`config.mk`:
```
export PLATFORM = sky130hd
export DESIGN_NAME = playfair_digram_decipher
export DESIGN_NICKNAME = d
export VERILOG_FILES = /design/src/design/pfd_pkg.sv /design/src/design/pfd_match.sv /design/src/design/pfd_locate.sv /design/src/design/pfd_rule.sv /design/src/design/pfd_lookup.sv /design/src/design/playfair_digram_decipher.sv
export SDC_FILE = /design/constraint.sdc
export NUM_CORES = 1
export LEC_CHECK = 0
export BUFFER_PORTS_ARGS = -buffer_cell sky130_fd_sc_hd__buf_4
export CORE_UTILIZATION = 31
export CTS_BUF_LIST = sky130_fd_sc_hd__clkbuf_8 sky130_fd_sc_hd__clkbuf_16
export CTS_CLUSTER_SIZE = 12
export DETAILED_ROUTE_END_ITERATION = 16
export HOLD_SLACK_MARGIN = 0.15
export SLEW_MARGIN = 20
export SYNTH_ARGS = -nofsm -noshare
export SYNTH_HDL_FRONTEND = slang
export SYNTH_SLANG_ARGS = --single-unit
```
`constraint.sdc`:
```
create_clock -name clk -period 5.2 [get_ports clk]
set_input_delay 1.04 -clock clk [delete_from_list [all_inputs] [get_ports clk]]
set_output_delay 1.04 -clock clk [all_outputs]
set_load 0.03 [all_outputs]
```
`src/design/pfd_pkg.sv`:
```
// ----------------------------------------------------------------------------
// pfd_pkg
// shared types, constants and helpers of the playfair digram decipher
// ----------------------------------------------------------------------------
`default_nettype none

package pfd_pkg;

  localparam int SIDE     = 5;
  localparam int CODE_W   = 5;
  localparam int COORD_W  = 3;
  localparam int CFG_IDX_W = 3;
  localparam int TDATA_W  = 16;

  typedef logic [CODE_W-1:0]  code_t;
  typedef logic [COORD_W-1:0] coord_t;

  // column zero in the low bits
  typedef code_t [SIDE-1:0] row_t;
  typedef row_t  [SIDE-1:0] square_t;

  typedef logic [SIDE-1:0]   rowhit_t;
  typedef rowhit_t [SIDE-1:0] hit_t;

  typedef enum logic [CFG_IDX_W-1:0] {
    REG_KEY_ROW0 = 3'd0,
    REG_KEY_ROW1 = 3'd1,
    REG_KEY_ROW2 = 3'd2,
    REG_KEY_ROW3 = 3'd3,
    REG_KEY_ROW4 = 3'd4
  } cfg_reg_e;

  // A..E / F..K / L..P / Q..U / V..Z, no J
  localparam square_t KEY_RESET = {
    25'd27025109, 25'd21613104, 25'd16201099, 25'd10755269, 25'd4294688
  };

  typedef struct packed {
    hit_t hit_a;
    hit_t hit_b;
    logic fin;
  } match_t;

  typedef struct packed {
    coord_t ra;
    coord_t ca;
    coord_t rb;
    coord_t cb;
    logic   fa;
    logic   fb;
    logic   fin;
  } loc_t;

  typedef struct packed {
    coord_t ta_r;
    coord_t ta_c;
    coord_t tb_r;
    coord_t tb_c;
    logic   miss;
    logic   fin;
  } tgt_t;

  typedef struct packed {
    code_t pa;
    code_t pb;
    logic  miss;
    logic  fin;
  } res_t;

  // one step back around the square
  function automatic coord_t wrap_prev(coord_t x);
    coord_t r;
    if (x == '0) begin
      r = COORD_W'(SIDE - 1);
    end else begin
      r = x - COORD_W'(1);
    end
    return r;
  endfunction

endpackage

`default_nettype wire

```
`src/design/pfd_match.sv`:
```
// ----------------------------------------------------------------------------
// pfd_match
// stage 1: compares both letters against all cells of the square
// ----------------------------------------------------------------------------
`default_nettype none

module pfd_match (
  input  wire logic             clk,
  input  wire logic             rst,
  input  wire logic             en,
  input  wire logic             in_valid,
  input  wire pfd_pkg::code_t   letter_a,
  input  wire pfd_pkg::code_t   letter_b,
  input  wire logic             fin,
  input  wire pfd_pkg::square_t square,
  output logic                  out_valid,
  output pfd_pkg::match_t       out_data
);

  pfd_pkg::match_t out_next;

  always_comb begin
    for (int r = 0; r < pfd_pkg::SIDE; r++) begin
      for (int c = 0; c < pfd_pkg::SIDE; c++) begin
        out_next.hit_a[r][c] = (square[r][c] == letter_a);
        out_next.hit_b[r][c] = (square[r][c] == letter_b);
      end
    end
    out_next.fin = fin;
  end

  always_ff @(posedge clk) begin
    if (rst) begin
      out_valid <= 1'b0;
    end else if (en) begin
      out_valid <= in_valid;
    end
  end

  always_ff @(posedge clk) begin
    if (en) begin
      out_data <= out_next;
    end
  end

endmodule

`default_nettype wire

```
`src/design/pfd_locate.sv`:
```
// ----------------------------------------------------------------------------
// pfd_locate
// stage 2: first hit in row-major order gives row and column of each letter
// ----------------------------------------------------------------------------
`default_nettype none

module pfd_locate (
  input  wire logic            clk,
  input  wire logic            rst,
  input  wire logic            en,
  input  wire logic            in_valid,
  input  wire pfd_pkg::match_t in_data,
  output logic                 out_valid,
  output pfd_pkg::loc_t        out_data
);

  pfd_pkg::loc_t out_next;

  function automatic void find_first(input pfd_pkg::hit_t hit, output pfd_pkg::coord_t row,
                                     output pfd_pkg::coord_t col, output logic found);
    pfd_pkg::rowhit_t sel;
    row   = '0;
    col   = '0;
    found = 1'b0;
    sel   = '0;
    // scan from the far end so the lowest match wins
    for (int r = pfd_pkg::SIDE - 1; r >= 0; r--) begin
      if (|hit[r]) begin
        row   = pfd_pkg::COORD_W'(r);
        sel   = hit[r];
        found = 1'b1;
      end
    end
    for (int c = pfd_pkg::SIDE - 1; c >= 0; c--) begin
      if (sel[c]) begin
        col = pfd_pkg::COORD_W'(c);
      end
    end
  endfunction

  always_comb begin
    find_first(in_data.hit_a, out_next.ra, out_next.ca, out_next.fa);
    find_first(in_data.hit_b, out_next.rb, out_next.cb, out_next.fb);
    out_next.fin = in_data.fin;
  end

  always_ff @(posedge clk) begin
    if (rst) begin
      out_valid <= 1'b0;
    end else if (en) begin
      out_valid <= in_valid;
    end
  end

  always_ff @(posedge clk) begin
    if (en) begin
      out_data <= out_next;
    end
  end

endmodule

`default_nettype wire

```
`src/design/pfd_rule.sv`:
```
// ----------------------------------------------------------------------------
// pfd_rule
// stage 3: applies the row, column or rectangle rule to get target cells
// ----------------------------------------------------------------------------
`default_nettype none

module pfd_rule (
  input  wire logic          clk,
  input  wire logic          rst,
  input  wire logic          en,
  input  wire logic          in_valid,
  input  wire pfd_pkg::loc_t in_data,
  output logic               out_valid,
  output pfd_pkg::tgt_t      out_data
);

  pfd_pkg::tgt_t out_next;

  always_comb begin
    out_next.miss = !(in_data.fa && in_data.fb);
    out_next.fin  = in_data.fin;
    if (in_data.ra == in_data.rb) begin
      // same row: one column left
      out_next.ta_r = in_data.ra;
      out_next.ta_c = pfd_pkg::wrap_prev(in_data.ca);
      out_next.tb_r = in_data.rb;
      out_next.tb_c = pfd_pkg::wrap_prev(in_data.cb);
    end else if (in_data.ca == in_data.cb) begin
      // same column: one row up
      out_next.ta_r = pfd_pkg::wrap_prev(in_data.ra);
      out_next.ta_c = in_data.ca;
      out_next.tb_r = pfd_pkg::wrap_prev(in_data.rb);
      out_next.tb_c = in_data.cb;
    end else begin
      out_next.ta_r = in_data.ra;
      out_next.ta_c = in_data.cb;
      out_next.tb_r = in_data.rb;
      out_next.tb_c = in_data.ca;
    end
  end

  always_ff @(posedge clk) begin
    if (rst) begin
      out_valid <= 1'b0;
    end else if (en) begin
      out_valid <= in_valid;
    end
  end

  always_ff @(posedge clk) begin
    if (en) begin
      out_data <= out_next;
    end
  end

endmodule

`default_nettype wire

```
`src/design/pfd_lookup.sv`:
```
// ----------------------------------------------------------------------------
// pfd_lookup
// stage 4: reads the target cells and holds the result for the output
// ----------------------------------------------------------------------------
`default_nettype none

module pfd_lookup (
  input  wire logic             clk,
  input  wire logic             rst,
  input  wire logic             en,
  input  wire logic             in_valid,
  input  wire pfd_pkg::tgt_t    in_data,
  input  wire pfd_pkg::square_t square,
  output logic                  out_valid,
  output pfd_pkg::res_t         out_data
);

  pfd_pkg::res_t out_next;

  always_comb begin
    out_next.miss = in_data.miss;
    out_next.fin  = in_data.fin;
    if (in_data.miss) begin
      out_next.pa = '0;
      out_next.pb = '0;
    end else begin
      out_next.pa = square[in_data.ta_r][in_data.ta_c];
      out_next.pb = square[in_data.tb_r][in_data.tb_c];
    end
  end

  always_ff @(posedge clk) begin
    if (rst) begin
      out_valid <= 1'b0;
    end else if (en) begin
      out_valid <= in_valid;
    end
  end

  always_ff @(posedge clk) begin
    if (en) begin
      out_data <= out_next;
    end
  end

endmodule

`default_nettype wire

```
`src/design/playfair_digram_decipher.sv`:
```
// ----------------------------------------------------------------------------
// playfair_digram_decipher
// deciphers one playfair digram per transfer against a 5x5 key square
// ----------------------------------------------------------------------------
// usage:
//   s_axis carries a ciphertext digram, tlast marks the last digram of a
//   message. m_axis returns the plaintext digram, a missing-letter flag and
//   the copied tlast. the key square sits in five row registers written over
//   the cfg channel (index 0..4, other indexes ignored); write them only
//   while no digram is in flight.
//   an input transfer loads the compare stage, then locate, rule and cell
//   read follow one register stage each, four register stages in all; the
//   cell read register drives the result.
//   throughput is one digram per cycle; the four stages advance together
//   whenever the output register is empty or being taken.
//   when the receiver stalls, the whole pipe holds and s_axis_tready drops
//   in the same cycle, so nothing is lost or repeated.
//   reset empties the pipe and loads the square A..E / F..K / L..P / Q..U /
//   V..Z with J left out; cfg_ready is always high.
// ----------------------------------------------------------------------------
`default_nettype none

module playfair_digram_decipher (
  input  wire logic                          clk,
  input  wire logic                          rst,
  input  wire logic                          s_axis_tvalid,
  output logic                               s_axis_tready,
  input  wire logic [pfd_pkg::TDATA_W-1:0]   s_axis_tdata,  // cipher_first, cipher_second, pad
  input  wire logic                          s_axis_tlast,  // final_pair
  output logic                               m_axis_tvalid,
  input  wire logic                          m_axis_tready,
  output logic [pfd_pkg::TDATA_W-1:0]        m_axis_tdata,  // plain_first, plain_second,
                                                            // letter_missing, pad
  output logic                               m_axis_tlast,  // final_pair_out
  input  wire logic                          cfg_valid,
  output logic                               cfg_ready,
  input  wire logic [pfd_pkg::CFG_IDX_W-1:0] cfg_index,
  input  wire logic [5*pfd_pkg::SIDE-1:0]    cfg_data
);

  pfd_pkg::square_t key_sq;
  logic             en;
  logic             v1, v2, v3;
  pfd_pkg::match_t  d1;
  pfd_pkg::loc_t    d2;
  pfd_pkg::tgt_t    d3;
  pfd_pkg::res_t    d4;

  assign cfg_ready = 1'b1;

  always_ff @(posedge clk) begin
    if (rst) begin
      key_sq <= pfd_pkg::KEY_RESET;
    end else if (cfg_valid && cfg_ready) begin
      unique case (pfd_pkg::cfg_reg_e'(cfg_index))
        pfd_pkg::REG_KEY_ROW0: key_sq[0] <= pfd_pkg::row_t'(cfg_data);
        pfd_pkg::REG_KEY_ROW1: key_sq[1] <= pfd_pkg::row_t'(cfg_data);
        pfd_pkg::REG_KEY_ROW2: key_sq[2] <= pfd_pkg::row_t'(cfg_data);
        pfd_pkg::REG_KEY_ROW3: key_sq[3] <= pfd_pkg::row_t'(cfg_data);
        pfd_pkg::REG_KEY_ROW4: key_sq[4] <= pfd_pkg::row_t'(cfg_data);
        default: ;
      endcase
    end
  end

  // whole pipe advances when the output slot frees up
  assign en            = !m_axis_tvalid || m_axis_tready;
  assign s_axis_tready = en;

  pfd_match u_match (
    .clk       (clk),
    .rst       (rst),
    .en        (en),
    .in_valid  (s_axis_tvalid),
    .letter_a  (s_axis_tdata[pfd_pkg::CODE_W-1:0]),
    .letter_b  (s_axis_tdata[2*pfd_pkg::CODE_W-1:pfd_pkg::CODE_W]),
    .fin       (s_axis_tlast),
    .square    (key_sq),
    .out_valid (v1),
    .out_data  (d1)
  );

  pfd_locate u_locate (
    .clk       (clk),
    .rst       (rst),
    .en        (en),
    .in_valid  (v1),
    .in_data   (d1),
    .out_valid (v2),
    .out_data  (d2)
  );

  pfd_rule u_rule (
    .clk       (clk),
    .rst       (rst),
    .en        (en),
    .in_valid  (v2),
    .in_data   (d2),
    .out_valid (v3),
    .out_data  (d3)
  );

  pfd_lookup u_lookup (
    .clk       (clk),
    .rst       (rst),
    .en        (en),
    .in_valid  (v3),
    .in_data   (d3),
    .square    (key_sq),
    .out_valid (m_axis_tvalid),
    .out_data  (d4)
  );

  assign m_axis_tdata = {
    {(pfd_pkg::TDATA_W - 2*pfd_pkg::CODE_W - 1){1'b0}}, d4.miss, d4.pb, d4.pa
  };
  assign m_axis_tlast = d4.fin;

endmodule

`default_nettype wire

```
* Word level (Yosys, flattened, before mapping)
Cells that the tools add are included.
Word-level totals: bits in registers 221, output and inout bits 20
Cells by class: add/subtract/negate cells 4, order comparisons 4, equal/unequal tests 56, mux-type cells 42, reductions and logical operators 32
Operators by type and width (count):
- $eq A5 B5 Y1 | 50
- $bmux W25 S3 | 2
- $mux W5 | 12
- $mux W25 | 2
- $reduce_or A5 Y1 | 10
- $reduce_or A20 Y1 | 2
- $bmux W5 S3 | 2
- $mux W12 | 2
- $mux W3 | 8
- $reduce_or A10 Y1 | 2
- $lt A3 B4 Y1 const B | 4
- $mux W2 | 8
- $logic_not A3 Y1 | 5
- $sub A3 B1 Y3 const B | 4
- $reduce_and A2 Y1 | 5
- $reduce_or A4 Y1 | 2
- $eq A3 B2 Y1 const B | 2
- $eq A3 B3 Y1 | 2
- $mux W1 | 6
- $reduce_or A2 Y1 | 2
- $eq A3 B1 Y1 const B | 1
- $eq A3 B3 Y1 const B | 1
- $logic_not A1 Y1 | 2
- $logic_and A1 B1 Y1 | 1
- $logic_or A1 B1 Y1 | 1

* Longest topological paths before layout
Gate-level depths: netlist of run 1.
depth after elaboration 10, mapped depth 7

* By module
Synthesis of run 1 repeated with hierarchy kept, for this count alone.
Unflattened totals: cell total of the unflattened synthesis 1377, area total of the unflattened synthesis 14612.8 sq um
Modules (own cells, without submodules):
- playfair_digram_decipher | times used 1, cells each 478, area an instance 4976.0 sq um, seq. area each 2502.4 sq um
- pfd_match | times used 1, cells each 434, area an instance 4840.9 sq um, seq. area each 1551.5 sq um
- pfd_lookup | times used 1, cells each 276, area an instance 2832.7 sq um, seq. area each 380.4 sq um
- pfd_locate | times used 1, cells each 120, area an instance 1151.1 sq um, seq. area each 470.5 sq um
- pfd_rule | times used 1, cells each 69, area an instance 812.0 sq um, seq. area each 440.4 sq um

* Worst setup path before layout of run 1
OpenSTA, ideal clock, no wires.
kind input to output, start in m_axis_tready, end out s_axis_tready, arrival 4023 ps, setup slack 137 ps, stages on the path 2, buffers on the path 1, cell sequence nand2b_1 > clkbuf_1
On the way: longest elaborated chain between the ends 1
Ends and longest elaborated chain:
- from (decl) | RTL line playfair_digram_decipher.sv:31 | input wire logic m_axis_tready,
- $logic_or A1 B1 Y1 | RTL line playfair_digram_decipher.sv:67 | assign en = !m_axis_tvalid || m_axis_tready;
- to (decl) | RTL line playfair_digram_decipher.sv:27 | output logic s_axis_tready,
No other way between the ends.

* Final worst setup path of run 1
start reg u_rule.out_data[11] (netlist name), end reg u_lookup.out_data[8] (netlist name) (data pin)
On the way: longest elaborated chain between the ends 4
Ends and longest elaborated chain:
- from (decl) | RTL line pfd_rule.sv:14 | output pfd_pkg::tgt_t out_data
- from (signal assigned) | RTL line pfd_rule.sv:52 | out_data <= out_next;
- $bmux W25 S3 | RTL line pfd_lookup.sv:27 | out_next.pa = square[in_data.ta_r][in_data.ta_c];
- $mux W25 (not written as such) | RTL line pfd_lookup.sv:27
- $bmux W5 S3 | RTL line pfd_lookup.sv:27
- $mux W5 (not written as such) | RTL line pfd_lookup.sv:27
- to (signal assigned) | RTL line pfd_lookup.sv:42 | out_data <= out_next;
- to (decl) | RTL line pfd_lookup.sv:15 | output pfd_pkg::res_t out_data
No other way between the ends. The select of a mux whose other input is x is not followed. A chain may end at the register's enable or synchronous reset.

==> results of run 1 <==
## synth_stat cells (3+ instances only)
master | n | area share, %
nand2_1 | 291 | 8.2
nor2_1 | 32 | 0.90
a31o_2 | 7 | 0.46
edfxtp_1 | 92 | 21
o2bb2ai_1 | 10 | 0.66
a21oi_1 | 87 | 3.3
nand2b_1 | 3 | 0.14
a211oi_1 | 14 | 0.79
nand3_1 | 56 | 2.1
mux4_2 | 50 | 8.5
nor2b_1 | 11 | 0.52
ha_1 | 4 | 0.38
nand3b_1 | 56 | 3.2
xnor2_1 | 150 | 9.9
clkbuf_1 | 73 | 2.1
dfxtp_1 | 129 | 19
nor4_1 | 3 | 0.14
and3b_1 | 3 | 0.20
nor3_1 | 57 | 2.1
mux2_2 | 26 | 2.2
a221oi_1 | 12 | 0.79
a221o_1 | 12 | 0.90
o311a_1 | 10 | 0.75
inv_1 | 12 | 0.34
and3_1 | 4 | 0.19
mux2i_1 | 13 | 0.98
buf_2 | 8 | 0.30
o21ai_0 | 10 | 0.38
buf_1 | 9 | 0.25
buf_4 | 8 | 0.45
or2_2 | 5 | 0.24
xor2_1 | 106 | 7.0
## metrics by stage
step | cell area [µm²] | instances | total power, mW | hold slack (ns) | util (%)
after global placement | 14100 | 1904 | 4.20 | 0.405 | 33.6
after global routing | 15000 | 1954 | 6.33 | 0.424 | 35.7
final | 15000 | 1954 | 6.08 | 0.419 | 35.7
after CTS | 15000 | 1953 | 6.10 | 0.421 | 35.7
after floorplan | 13300 | 1391 | 3.59 | 0.400 | -
after detailed placement | 14100 | 1904 | 4.22 | 0.406 | 33.6
## cells by family after synthesis
family,Yosys count,share of synthesized area (%)
and+or+nand+nor,538,19.1
DFF,221,40.2
AOI/OAI and AO/OA,167,8.38
buffers and inverters,110,3.40
xor gates and xnor gates,256,16.9
muxes,89,11.6
other,2,0.0564
adders and majority gates,4,0.376
## final cells by class
| class | instances | share of cell area, % |
|---|---|---|
| sequential | 221 | 35.5 |
| tap | 539 | 4.48 |
| multi-input combinational | 1060 | 50.1 |
| clock inverter | 17 | 0.898 |
| inverter | 12 | 0.299 |
| timing repair buffer | 73 | 3.69 |
| clock buffer | 32 | 5.02 |
## where the power goes
part	total, mW	switching, mW	internal, mW
Sequential	2.26	0.267	2.00
Combinational	1.94	1.05	0.894
Clock	1.87	0.783	1.09
Total	6.08	2.10	3.98
## final timing paths
kind | end | slack, ns
setup / recovery | u_lookup.out_data[8] | 2.44
hold / removal | u_rule.out_data[0] | 0.42
setup reg to reg | u_lookup.out_data[8] | 2.44
hold reg to reg | u_rule.out_data[0] | 0.42
## state kept, by name (all words and copies together) (netlist names)
| signal | cells |
|---|---|
| key_sq | 125 |
| u_rule.out_valid | 1 |
| u_locate.out_valid | 1 |
| u_lookup.out_data | 12 |
| u_lookup.out_valid | 1 |
| u_rule.out_data | 14 |
| u_match.out_valid | 1 |
| u_match.out_data | 51 |
| u_locate.out_data | 15 |
## cell usage in the layout (no fill, tap or decap), types with 11 or more instances in the layout
master,instances
mux2i_1,13
edfxtp_1,92
mux2_2,26
clkbuf_16,28
mux4_2,50
inv_1,15
a21oi_1,87
dfxtp_1,129
nand3b_1,56
xnor2_1,150
xor2_1,106
nand3_1,55
a211oi_1,14
nor2_1,32
a221o_1,12
a221oi_1,12
nor3_1,57
buf_4,72
nor2b_1,11
nand2_1,291
## routing by layer
layer	wire length [µm]	share of wire (%)
met3	3290	7.6
met2	20300	47
met4	1230	2.8
met5	14	0.032
met1	18600	43
==> metrics, run 1 <==
status=finished clean; clk slew on worst S/H paths=~0.06 ns; Initial Util=around a third; initial antenna violation count=1; largest net degree at the start of global routing=~80; classification of the worst setup path=reg -> reg; share of post-route cells with drive strength above 1=15.1%; final setup vio count=0; pre-CTS WS=2.20 ns; ys async rst share=0%; Hold Vio Cnt, Final=0; synthesized cell area=13300 µm²; Rel. slew slack=a little under a third; via count=roughly 11000; M1 GR Usage=approximately 27%; vias in the first global route=10000; critical-path cell list=buf_4 -> mux4_2 -> mux2_2 -> nand2_1 -> o311a_1 -> a211oi_1; Iter 0 DRT Violations=around 1200; post-CTS resize count=0; global placer's final weighted congestion=about 0.9; worst hold path type=reg -> reg; GRT busiest layer=met2; Wirelength per Cell=approximately 22 µm; worst r2r path cells=6; CP max-delay cell=edfxtp_1; setup TNS=0 ns; CP max FO=20; Setup crit end kind=flip-flop; Seq/Total Area, Yosys=roughly 40%; Netlist cell types=46; drt drc=0; CP startpoint=u_rule.out_data[11]; Sinks on Clock Net=~220; PwrDens=between 400 and 500 nW/µm²; top_reg_cell synth=dfxtp_1; cells after synthesis=between 1000 and 1500; critical hold path startpoint=u_locate.out_data[0]; DP HPWL=between 30000 and 40000 µm; final cycle utilization of the critical path=a little over half; final WL=between 40000 and 50000 µm; M3 GR Usage=between 2 and 3%; drt pass-1 iters=5; syn_area_per_cell=between 9 and 10 µm²; # fillers=roughly 4200; ANT cells=0; GRT Resource Usage Total=19.8%; maximum VDD drop=about 210 µV; CP Buf/Inv Count=1; CTS tree=done; Leak=5.49 nW; Root Driver=clkbuf_16; core box area=between 40000 and 50000 µm²; TritonCTS buffer count=27; Hold Path Cell Cnt=0; RR Startpoint=u_rule.out_data[11]; Vias per Instance=around 5.4; Die ar.=roughly 44000 µm²; chip width=between 200 and 250 µm; Max Fclk=between 0.3 and 0.4 GHz; Die Span Y=~210 µm; Max Root-Sink Buffers=3; Max Cap Viol=0; Setup crit start kind=flip-flop; critical path arrival=between 3 and 4 ns; worst-skew pair later-pin latency=about 0.57 ns; H-tree levels=1; Total Nets Final=1449; first-pass GRT wire length=around 65000 µm; Post-synth EDFFs=between 90 and 100; Final WS setup=~2.4 ns; CP delay by family, top=multiplexers; RSZ-0062 raised after global routing=false; M2 GR Usage=between 30% and 40%; worst slew pin tran=roughly 1.0 ns; CP required=about 5.5 ns; hold buffers post-CTS=0; area of the multi-input gates=between 7000 and 8000 µm²; critical path's largest stage delay=between 0.7 and 0.8 ns; warnings from Yosys=0; Rows=75; Worst Clk Skew=between 0.03 and 0.04 ns; Final ANT Viol Nets=0; # Post-CTS Setup Buffers=0; # port buffers=between 50 and 60; Area Overhead vs Synth=13.1%; post-synthesis register bit count=221; Final min period=about 2.8 ns; Crit path depth=6; # IOs=70; gr ovfl total=0; register area=~5300 µm²; final slew viol count=0
No activity file was read; power rests on OpenSTA's default activity.
==> inputs of run 2 (changes only) <==
==> constraint.sdc (replaced) <==
create_clock -name clk -period 2.6 [get_ports clk]
set_input_delay 0.52 -clock clk [delete_from_list [all_inputs] [get_ports clk]]
set_output_delay 0.52 -clock clk [all_outputs]
set_load 0.03 [all_outputs]
==> run 2 against run 1 <==
- global-route usage increased by 0.24 points
- largest power group unchanged
- critical endpoint is now u_lookup.out_data[10]
- critical path type unchanged
- total power increased by 100%
- clock skew decreased by 0.019 ns
- combinational power increased by 120%
- routed wire length increased by 1.2%
==> metrics, run 2 (synthesis results as in run 1) <==
post-CTS resize count=0 (unchanged); vias in the first global route=10200 (+2.4%); # port buffers=57 (unchanged); status=finished clean; Vias per Instance=5.49 (+1.4%); Setup crit end kind=flip-flop; placed cells=1924 (+1.1%); utilization after layout=36.1% (+0.41 points); uppermost layer routed=met5; final setup vio count=0 (unchanged); most common cell after layout, fill and taps aside=nand2_1; GRT Resource Usage Total=20.1% (+0.24 points); Sinks on Clock Net=221 (unchanged); combinational share of power=34.2% (+2.2 points); sw power=4.16 mW (+98%); pre-CTS WS=0.262 ns (-1.94 ns); H-tree levels=1 (unchanged); CTS tree=done; Root Driver=clkbuf_16; final slew viol count=0 (unchanged); part of the power in registers=36.1% (-1.1 points); TritonCTS buffer count=26 (-3.7%); Rows=75 (unchanged); RSZ-0062 raised after global routing=false; area of the multi-input gates=7530 µm² (about the same); clock group share of total power=29.6% (-1.2 points); Area Overhead vs Synth=14.4%; Leak=5.60 nW (+2.1%); CP max FO=26 (+30%); Wirelength per Cell=22.3 µm (+0.25%); final std cells w/o fill=1972 (+0.92%); CP required=3.02 ns (-2.44 ns); share of post-route cells with drive strength above 1=15.8% (+0.72 points); Routed met1 length=18400 µm (-0.99%); final WL=43900 µm (+1.2%); hold buffers post-CTS=1 (+1); # IOs=70 (unchanged); maximum VDD drop=409 µV (+93%); met2 routed WL=20500 µm (+1.0%); Max Fclk=0.396 GHz (+9.4%); DP HPWL=31100 µm (+2.2%); register area=5350 µm² (unchanged); ANT cells=0 (unchanged); largest net degree at the start of global routing=92 (+18%); Die Span Y=209 µm (unchanged); Hold Vio Cnt, Final=0 (unchanged); max reg flops=125 (unchanged); Initial Util=31.6% (unchanged); core box area=42100 µm² (unchanged); initial antenna violation count=1 (unchanged); drt drc=0 (unchanged); final cycle utilization of the critical path=97.1% (+44 points); first-pass GRT wire length=65800 µm (+1.3%); Area after DPL=14400 µm² (+1.6%); classification of the worst setup path=reg -> reg; WHS=0.228 ns (-0.191 ns); # fillers=4217 (+0.89%); drt pass-1 iters=5 (unchanged); worst hold path type=in -> reg; Iter 0 DRT Violations=1309 (+13%); DR WL met3=3820 µm (+16%); Worst Clk Skew=0.0117 ns (-0.0192 ns); switching share of power=34.0% (-0.54 points); Max Root-Sink Buffers=3 (unchanged); global placer's final weighted congestion=0.954 (+3.9%); critical path arrival=2.94 ns (-0.07 ns); Setup crit start kind=flip-flop; Internal=8.08 mW (+100%); most flop-heavy register=key_sq; via count=10800 (+2.3%); Final WS setup=0.0767 ns (-2.36 ns); # Post-CTS Setup Buffers=0 (unchanged); worst slew pin tran=0.746 ns (-0.297 ns); Final Instance Area=15200 µm² (+1.2%); gr ovfl total=0 (unchanged); worst-skew pair later-pin latency=0.55 ns (-0.02 ns); Total Power=12.2 mW (+100%); setup TNS=0 ns (unchanged); Rel. slew slack=50.3% (+20 points); Max Cap Viol=0 (unchanged); Total Nets Final=1468 (+1.3%); Die ar.=43800 µm² (unchanged); Final min period=2.52 ns (-0.237 ns); Final ANT Viol Nets=0 (unchanged); chip width=209 µm (unchanged); top flop regs=key_sq: 125 flops, u_match.out_data: 51 flops, u_locate.out_data: 15 flops; clk slew on worst S/H paths=0.06 ns (about the same); most frequent cells in the layout=291 x nand2_1, 150 x xnor2_1, 129 x dfxtp_1; PwrDens=804 nW/µm² (+99%)
[run 2: cell count changes in the layout (fill, tap and decap cells not counted), sizes merged]
cell / change
buf: +19
clkinv: +6
clkinvlp: -4
clkbuf: -3
inv: -2
bufinv: +1
dlygate4sd3: +1
[run 2: worst paths after layout]
check	from	endpoint	slack, ns	cells past startpoint
max	u_rule.out_data[8]	u_lookup.out_data[10]	0.08	8
min	s_axis_tvalid	u_match.out_valid	0.23	3
max reg2reg	u_rule.out_data[8]	u_lookup.out_data[10]	0.08	8
min reg2reg	u_locate.out_data[0]	u_rule.out_data[0]	0.42	0
[run 2: critical path: stages (launching register included)]
cell	delay (ns)
edfxtp_1	0.44
buf_12	0.20
buf_4	0.20
mux2i_1	0.12
o21ai_0	0.25
a21oi_1	0.14
o311a_1	0.31
a211oi_1	0.50
buf_4	0.20
[run 2: layout make-up]
| cell class | instances | share of cell area (%) |
|---|---|---|
| Clock buffer | 29 | 4.69 |
| Multi-Input combinational cell | 1060 | 49.5 |
| Inverter | 12 | 0.296 |
| Clock inverter | 18 | 0.888 |
| Sequential cell | 221 | 35.1 |
| Timing Repair Buffer | 93 | 5.10 |
| Tap cell | 539 | 4.43 |
[run 2: power groups by stage]
stage | combinational (mW) | clock (mW) | sequential (mW)
6_report | 4.19 | 3.63 | 4.42
5_1_grt | 4.45 | 3.82 | 4.47
4_1_cts | 4.15 | 3.70 | 4.42
3_5_place_dp | 4.12 | 0 | 4.48
3_3_place_gp | 4.08 | 0 | 4.48
2_1_floorplan | 2.77 | 0 | 4.40
[run 2: layer usage]
metal  global-route usage, %  vias up
met5                       0        -
li1                        -     4915
met3                    3.14       86
met1                    27.4     5287
met2                    32.7      542
met4                    6.06        2
